==> src/hdl/nsv_pkg.sv <==
// Package: position and character constants, the result struct and hex digit helpers for the NMEA sentence validator.
`default_nettype none

package nsv_pkg;

  localparam int unsigned POS_W = 4;

  localparam logic [POS_W-1:0] POS_SAT       = POS_W'(9);
  localparam logic [POS_W-1:0] POS_HDR_LETTER = POS_W'(3);
  localparam logic [POS_W-1:0] POS_HDR_LAST   = POS_W'(5);
  localparam logic [POS_W-1:0] POS_BODY       = POS_W'(4);
  localparam logic [POS_W-1:0] POS_MIN_LAST   = POS_W'(8);

  localparam logic [7:0] CH_DOLLAR = 8'h24;
  localparam logic [7:0] CH_STAR   = 8'h2A;
  localparam logic [7:0] CH_G      = 8'h47;
  localparam logic [7:0] CH_P      = 8'h50;
  localparam logic [7:0] CH_UA     = 8'h41;
  localparam logic [7:0] CH_UF     = 8'h46;
  localparam logic [7:0] CH_UZ     = 8'h5A;
  localparam logic [7:0] CH_LA     = 8'h61;
  localparam logic [7:0] CH_LF     = 8'h66;
  localparam logic [7:0] CH_D0     = 8'h30;
  localparam logic [7:0] CH_D9     = 8'h39;

  typedef struct packed {
    logic [7:0] received_sum;
    logic [7:0] computed_sum;
    logic       checksum_ok;
    logic       well_formed;
  } result_t;

  function automatic logic is_digit(input logic [7:0] c);
    return (c >= CH_D0) && (c <= CH_D9);
  endfunction

  function automatic logic is_upper_hex(input logic [7:0] c);
    return (c >= CH_UA) && (c <= CH_UF);
  endfunction

  function automatic logic is_lower_hex(input logic [7:0] c);
    return (c >= CH_LA) && (c <= CH_LF);
  endfunction

  function automatic logic is_hex(input logic [7:0] c);
    return is_digit(c) || is_upper_hex(c) || is_lower_hex(c);
  endfunction

  function automatic logic [3:0] hex_val(input logic [7:0] c);
    logic [7:0] v;
    v = 8'h00;
    if (is_digit(c)) begin
      v = c - CH_D0;
    end else if (is_upper_hex(c)) begin
      v = c - CH_UA + 8'd10;
    end else if (is_lower_hex(c)) begin
      v = c - CH_LA + 8'd10;
    end
    return v[3:0];
  endfunction

endpackage

`default_nettype wire

==> src/hdl/nmea_sentence_validator.sv <==
// Top level: streaming NMEA sentence format and checksum validator.
//
//  channel | dir | handshake          | payload
//  --------+-----+--------------------+--------------------------------------------
//  s_*     | in  | s_tvalid/s_tready  | s_tdata: data_byte; s_tlast: line_end
//  m_*     | out | m_tvalid/m_tready  | m_tdata: computed_sum, received_sum;
//          |     |                    | m_tuser: well_formed, checksum_ok
//
// One byte is taken per cycle while s_tready is high; the line state updates in the accepting cycle.
// The result of a line appears in the result register in the cycle after its last byte is accepted.
// s_tready drops only while the result register is full and m_tready is low.
// rst is synchronous: it clears the line state and empties the result register.
`default_nettype none

module nmea_sentence_validator (
  input  wire logic        clk,
  input  wire logic        rst,
  input  wire logic        s_tvalid,
  output logic             s_tready,
  input  wire logic [7:0]  s_tdata,   // [7:0] data_byte
  input  wire logic        s_tlast,   // line_end
  output logic             m_tvalid,
  input  wire logic        m_tready,
  output logic [15:0]      m_tdata,   // [7:0] computed_sum, [15:8] received_sum
  output logic [1:0]       m_tuser    // [0] well_formed, [1] checksum_ok
);

  logic [nsv_pkg::POS_W-1:0] byte_position;
  logic                      header_ok;
  logic                      body_ok;
  logic [7:0]                running_xor;
  logic [7:0]                tail_window [3];

  logic                      header_ok_next;
  logic                      body_ok_next;
  logic [7:0]                running_xor_next;
  logic                      hex_ok;
  logic [7:0]                recv;
  logic                      wf;
  logic                      accept;
  nsv_pkg::result_t          result;
  nsv_pkg::result_t          result_next;

  assign s_tready = !m_tvalid || m_tready;
  assign accept   = s_tvalid && s_tready;

  always_comb begin
    header_ok_next = header_ok;
    if (byte_position == '0 && s_tdata != nsv_pkg::CH_DOLLAR) begin
      header_ok_next = 1'b0;
    end
    if (byte_position == nsv_pkg::POS_W'(1) && s_tdata != nsv_pkg::CH_G) begin
      header_ok_next = 1'b0;
    end
    if (byte_position == nsv_pkg::POS_W'(2) && s_tdata != nsv_pkg::CH_P) begin
      header_ok_next = 1'b0;
    end
    if (byte_position >= nsv_pkg::POS_HDR_LETTER && byte_position <= nsv_pkg::POS_HDR_LAST &&
        !(s_tdata >= nsv_pkg::CH_UA && s_tdata <= nsv_pkg::CH_UZ)) begin
      header_ok_next = 1'b0;
    end

    body_ok_next     = body_ok;
    running_xor_next = running_xor;
    if (byte_position >= nsv_pkg::POS_BODY) begin
      if (tail_window[2] == nsv_pkg::CH_STAR || tail_window[2] == nsv_pkg::CH_DOLLAR) begin
        body_ok_next = 1'b0;
      end
      running_xor_next = running_xor ^ tail_window[2];
    end

    hex_ok = nsv_pkg::is_hex(tail_window[0]) && nsv_pkg::is_hex(s_tdata);
    recv   = hex_ok ? {nsv_pkg::hex_val(tail_window[0]), nsv_pkg::hex_val(s_tdata)} : 8'h00;
    wf     = (byte_position >= nsv_pkg::POS_MIN_LAST) && header_ok_next && body_ok_next &&
             (tail_window[1] == nsv_pkg::CH_STAR) && hex_ok;

    result_next.well_formed  = wf;
    result_next.checksum_ok  = wf && (recv == running_xor_next);
    result_next.computed_sum = running_xor_next;
    result_next.received_sum = recv;
  end

  always_ff @(posedge clk) begin
    if (rst) begin
      byte_position  <= '0;
      header_ok      <= 1'b1;
      body_ok        <= 1'b1;
      running_xor    <= 8'h00;
      tail_window[0] <= 8'h00;
      tail_window[1] <= 8'h00;
      tail_window[2] <= 8'h00;
      m_tvalid       <= 1'b0;
    end else begin
      if (m_tvalid && m_tready) begin
        m_tvalid <= 1'b0;
      end
      if (accept) begin
        if (s_tlast) begin
          byte_position  <= '0;
          header_ok      <= 1'b1;
          body_ok        <= 1'b1;
          running_xor    <= 8'h00;
          tail_window[0] <= 8'h00;
          tail_window[1] <= 8'h00;
          tail_window[2] <= 8'h00;
          m_tvalid       <= 1'b1;
        end else begin
          header_ok      <= header_ok_next;
          body_ok        <= body_ok_next;
          running_xor    <= running_xor_next;
          tail_window[2] <= tail_window[1];
          tail_window[1] <= tail_window[0];
          tail_window[0] <= s_tdata;
          if (byte_position < nsv_pkg::POS_SAT) begin
            byte_position <= byte_position + nsv_pkg::POS_W'(1);
          end
        end
      end
    end
  end

  always_ff @(posedge clk) begin
    if (accept && s_tlast) begin
      result <= result_next;
    end
  end

  assign m_tdata = {result.received_sum, result.computed_sum};
  assign m_tuser = {result.checksum_ok, result.well_formed};

  a_ok_implies_wf: assert property (@(posedge clk) disable iff (rst)
    m_tvalid |-> (!m_tuser[1] || m_tuser[0]))
    else $error("checksum_ok without well_formed");

  a_last_gives_result: assert property (@(posedge clk) disable iff (rst)
    (s_tvalid && s_tready && s_tlast) |=> m_tvalid)
    else $error("last byte accepted but no result");

  a_mid_no_result: assert property (@(posedge clk) disable iff (rst)
    (s_tvalid && s_tready && !s_tlast) |=> !m_tvalid)
    else $error("result raised by a byte that is not last");

  a_pos_bound: assert property (@(posedge clk) disable iff (rst)
    byte_position <= nsv_pkg::POS_SAT)
    else $error("byte position past saturation");

endmodule

`default_nettype wire
==> config.mk <==
export PLATFORM = sky130hd
export DESIGN_NAME = nmea_sentence_validator
export DESIGN_NICKNAME = d
export VERILOG_FILES = /design/src/hdl/nsv_pkg.sv /design/src/hdl/nmea_sentence_validator.sv
export SDC_FILE = /design/constraint.sdc
export NUM_CORES = 1
export LEC_CHECK = 0
export BUFFER_PORTS_ARGS = -buffer_cell sky130_fd_sc_hd__buf_4
export CAP_MARGIN = 40
export CORE_UTILIZATION = 38
export DETAILED_ROUTE_END_ITERATION = 16
export PLACE_DENSITY = 0.61
export SLEW_MARGIN = 20
export SYNTH_ARGS = -nofsm -noshare
export SYNTH_HDL_FRONTEND = slang
export SYNTH_SLANG_ARGS = --single-unit
==> constraint.sdc <==
create_clock -name clk -period 4.71 [get_ports clk]
set_input_delay 1.1775 -clock clk [delete_from_list [all_inputs] [get_ports clk]]
set_output_delay 1.1775 -clock clk [all_outputs]
set_load 0.02 [all_outputs]
Yosys cells after proc, flatten, opt, wreduce, memory -nomap -nowiden

Memories as Yosys holds them, arrays and structs flattened.
Index checks and enable logic that the tools add are counted.

Input bits: 13
Output and inout port bits: 20
Logic and storage cells: 125
Memories kept: 1
Memory bits (writable): 24
Bits in registers: 33

Memories:

| memory      | depth | bits a word | rd ports | clocked after memory_dff | wr ports | RTL line                      | source |
|---|---|---|---|---|---|---|---|
| tail_window | 3     | 8           | 3        | 0                        | 3        | nmea_sentence_validator.sv:32 | `logic [7:0] tail_window [3];` |

Reductions and logical operators: 32
Bitwise gates (word level): 7
$add $sub $neg: 11
$lt $le $gt $ge: 18
Muxes and demuxes: 38
Eq/ne operators: 9

Operators with widths:

| operator                                                       | count |
|---|---|
| two-way mux 8 bit                                              | 9 |
| less-or-equal comparator 8 x 7 -> 1 bit, second input constant | 5 |
| >= comparator 8 x 7 -> 1 bit, second input constant            | 4 |
| two-way mux 4 bit                                              | 8 |
| equality test 8 x 6 -> 1 bit, second input constant            | 3 |
| subtractor 4 x 1 -> 4 bit, second input constant               | 6 |
| logical AND 1 bit                                              | 21 |
| two-way mux 1 bit                                              | 21 |
| adder 4 bit, second input constant                             | 4 |
| >= comparator 8 x 6 -> 1 bit, second input constant            | 2 |
| less-or-equal comparator 8 x 6 -> 1 bit, second input constant | 2 |
| inequality test 8 x 7 -> 1 bit, second input constant          | 2 |
| equality test 8 bit                                            | 1 |
| inequality test 8 x 6 -> 1 bit, second input constant          | 1 |
| XOR 8 bit                                                      | 1 |
| logical OR 1 bit                                               | 6 |
| OR 1 bit                                                       | 6 |
| adder 4 x 1 -> 4 bit, second input constant                    | 1 |
| equality test 4 x 1 -> 1 bit, second input constant            | 1 |
| equality test 4 x 2 -> 1 bit, second input constant            | 1 |
| >= comparator 4 x 2 -> 1 bit, second input constant            | 1 |
| >= comparator 4 x 3 -> 1 bit, second input constant            | 1 |
| >= comparator 4 bit, second input constant                     | 1 |
| less-or-equal comparator 4 x 3 -> 1 bit, second input constant | 1 |
| other kinds (5)                                                | 6 |

Depth between registers and ports, before layout

Word-level depth: 11
Gate-level depth with buffers: 9
Gate-level depth less buffers: 8

Least setup slack after synthesis

No wires, ideal clock.

Path kind: in2reg
Start: input s_tdata[0]
End: register result, in the netlist m_tuser[1] (data pin)
Library setup time: 0.190 ns
Path slack: 1.789 ns
Arrival time: 2.731 ns
Stages on the path: 8
Buffers on the path: 0
Data required time: 4.520 ns
Path through: inv_1 ha_1 o21bai_1 a21oi_4 mux2_2 o21ai_0 o311ai_1 a2111oi_2

RTL lines:

| element              | RTL line                       | source |
|---|---|---|
| from (decl)          | nmea_sentence_validator.sv:20  | `input wire logic [7:0] s_tdata,` |
| to (signal assigned) | nmea_sentence_validator.sv:124 | `result <= result_next;` |
| to (decl)            | nmea_sentence_validator.sv:41  | `nsv_pkg::result_t result;` |

==> impl.org <==
** Clocking
- In this run, CTS created clock tree buffers numbering 9.
- The tree is rooted in a sky130_fd_sc_hd__clkbuf_8.
- Post-CTS repair changed the size of 0 cells.
- H-tree level count :: 3
- Clock edge transition at the registers on the reported setup and hold paths :: roughly 80 ps
- TritonCTS built the clock tree.
- For this design, the sink count on the clock tree is 57.
- Maximum buffer depth of the clock tree :: 2
- Buffers added to address setup during post-CTS repair amount to 0.
- Clock latency on the worst-skew pair :: ~330 ps
- Number of hold-repair buffers added at the cts stage :: 0

** Logic synthesis
- Area share of the leading cell type in the synthesized netlist :: 0.420
- In this run the cell area of the synthesized design comes to between 3000 and 4000 um2.
- During synthesis, Yosys emitted a total of 0 warnings.
- Post-synth top area cell :: sky130_fd_sc_hd__edfxtp_1
- A synthesized cell averages about 11 um2.
- Yosys mapped a number of flops with a built-in enable equal to 42.
- Synthesized netlist net count :: between 200 and 300
- In the synthesized netlist the async set-or-reset flop fraction comes to 0.
- Most frequently used flop master after synthesis :: sky130_fd_sc_hd__edfxtp_1
- The commonest cells after synthesis are sky130_fd_sc_hd__edfxtp_1 (42), sky130_fd_sc_hd__nor2_1 (22), sky130_fd_sc_hd__and2_1 (18).
- Synthesis produced a netlist whose cell count is between 200 and 300.
- Synthesis inferred 57 register bits.
- Sequential area share after synthesis :: 0.520
- Synthesis instantiated 59 different standard cells from the library.
- In the post-synthesis netlist, the cell with the most instances is sky130_fd_sc_hd__edfxtp_1.
- Sorting the synthesized cells by area gives the leading types as sky130_fd_sc_hd__edfxtp_1 (42%), sky130_fd_sc_hd__dfxtp_1 (10%), sky130_fd_sc_hd__ha_1 (4.6%), sky130_fd_sc_hd__and2_1 (3.7%), sky130_fd_sc_hd__xnor2_1 (3.2%).

** Critical path
- The slowest stage of the critical path is the sky130_fd_sc_hd__o22ai_2 cell.
- Critical-path maximum fanout :: 13
- Cells along the critical path :: buf_4, inv_1, ha_1, nor3b_1, nor4b_2, o22ai_2, nor2_1, xor2_1, a2111oi_2
- Data arrival time of the critical path :: between 3000 and 4000 ps
- Type of origin of the critical path :: input port
- The worst setup path is captured at a flip-flop.
- Worst path required time :: ~4900 ps
- Crit path kind :: in -> reg
- Crit-path max cell delay :: 430 ps

** Global routing
- The initial antenna violation count was 0.
- The number of global-route vias before repair came to about 2100.
- Entering global routing, the biggest net connects 24 pins.
- The first global-routing pass estimated 10900 um of wire.
- In the global route stage, overall resource usage came out at 0.172.
- For this run the aggregate overflow at the end of global routing stands at 0.

** Pwr
- VDD sags by at most approximately 0.00013 V.
- PD cells :: roughly 300 nW/um2
- Overall power consumption after layout is estimated at about 1.1 mW.
- Static Leak :: around 1.3 nW

** Floorplanning
- CORE AREA :: 7690 um2
- During I/O placement, the number of pins put on the boundary was 33.
- Die ar. :: roughly 8300 um2
- The floorplan has 32 rows.
- Die Wd :: 90.9 um
- Initial core utilization :: 0.391
- Die Height :: 90.9 um

** Timing
- Max Slew Vio Count :: 0
- Number of setup violations in the final report :: 0
- At the pin with the least slew margin, the transition time is approximately 770 ps.
- For the final routed database, the setup TNS stands at 0 ps.
- For the final database, setup skew stands at between 10 and 15 ps.
- In the finished design, the share of the clock period the worst path needs comes to 0.659.
- Post-layout worst setup margin :: ~1600 ps
- RSZ-0062 raised after global routing :: false
- Final Hold Vio Count :: 0
- Static timing analysis puts the maximum clock frequency at ~0.32 GHz.
- The worst path needs a little over 3000 ps of the cycle, external delays included.
- Headroom to the max-slew limit came out at 0.484.

** Routing
- For this block, the initial DRC count from the detailed router was ~130.
- Detailed-router iteration count before antenna repair :: 5
- Summed over all layers, the routed wires come to 6650 um.
- Via count of the routed design :: around 2200
- After detailed routing, the number of remaining DRC violations is 0.
- Detail-routed via count per cell :: between 5 and 6
- Number of nets with antenna violations after detailed routing :: 0
- In the final routed layout, each cell accounts on average for around 16 um.

** Layout
- Share of layout cells above drive strength 1 :: 0.195
- Number of antenna diodes :: 0
- Layout Utilization :: 0.458
- Combined area of the multi-input logic cells :: about 1300 um2
- Area delta synth->final :: 17.2%
- In the final layout, flip-flops and latches occupy between 1500 and 2000 um2.
- The final layout contains between 300 and 400 nets.
- Fill cells :: 748

** Hold path
- The min-delay analysis places its worst path in the category reg -> reg.

** Run
- Across the run, the number of max-cap violations was 0.

** Run status
- Result of the run :: completed

** Place
- Routability-driven placement finished with a final weighted congestion of 0.852.
- Number of port buffers :: 32
- Detailed Place HPWL :: 4720 um
- At the placement stage, the worst setup path has a slack of between 1000 and 1500 ps.
## per-layer routing
| layer | vias up | wire (um) | track usage |
|---|---|---|---|
| met2 | 78 | 3110 | 0.281 |
| met3 | 6 | 473 | 0.0343 |
| li1 | 1064 | - | - |
| met1 | 1032 | 2990 | 0.231 |
| met4 | 0 | 78 | 0.0529 |
| met5 | - | 0 | 0 |
## cell families after synthesis
| kind of cell | count (synthesis) | synth area share |
|---|---|---|
| AND/OR/NAND/NOR | 101 | 0.196 |
| flip-flops | 57 | 0.520 |
| AO/OA/AOI/OAI | 55 | 0.140 |
| buffers and inverters | 26 | 0.0366 |
| XOR/XNOR | 16 | 0.0512 |
| adder cells (fa/ha/maj) | 11 | 0.0458 |
| multiplexers | 3 | 0.0104 |
## final cells by class
class                           instances  area share
Clock buffer                            9      0.0352
Multi-Input combinational cell        186       0.379
Timing Repair Buffer                   34      0.0782
Inverter                               14      0.0149
Sequential cell                        57       0.443
Clock inverter                          7      0.0131
Tap cell                              102      0.0362
## worst max-delay path, delay by kind of cell
family | cells | cell delay, ps
compound gates | 2 | 770
simple gates | 3 | 580
fa+ha+maj | 1 | 280
xor+xnor | 1 | 180
buf+inv | 2 | 260
## final timing paths
kind,cells past startpoint,from,endpoint,slack [ps]
setup / recovery,9,s_tdata[0],m_tuser[1],1610
hold / removal,1,header_ok,header_ok,500
hold reg to reg,1,header_ok,header_ok,500
setup reg to reg,8,tail_window[0][0],m_tuser[1],2110
## through the flow
stage | cell area, um2 | cells | hold WS (ps)
2_1_floorplan | 3010 | 269 | 469
3_3_place_gp | 3320 | 392 | 488
3_5_place_dp | 3350 | 393 | 491
4_1_cts | 3520 | 409 | 503
5_1_grt | 3520 | 409 | 519
6_report | 3520 | 409 | 504
## state kept, by name (all words and copies together) (netlist names)
register       cells
tail_window       24
m_tuser            2
body_ok            1
m_tvalid           1
header_ok          1
m_tdata           16
byte_position      4
running_xor        8
## cells in the final DEF (no fill, tap or decap), drive strengths merged, types with 4 or more instances in the layout
cell and count:
a21oi 7, a22oi 8, a31oi 5, and2 18, buf 34, clkbuf 9
dfxtp 15, edfxtp 42, ha 11, inv 15, nand2 15, nand2b 5
nand3 4, nand4 5, nor2 22, nor3 4, nor4 8, nor4b 5
o21ai 11, xnor2 11, xor2 4
## where the power goes
group,total (mW),switching (mW),internal (mW)
Combinational,0.113,0.0685,0.0442
Clock,0.399,0.210,0.189
Sequential,0.570,0.0121,0.558
(Power assumes the default switching activity.)
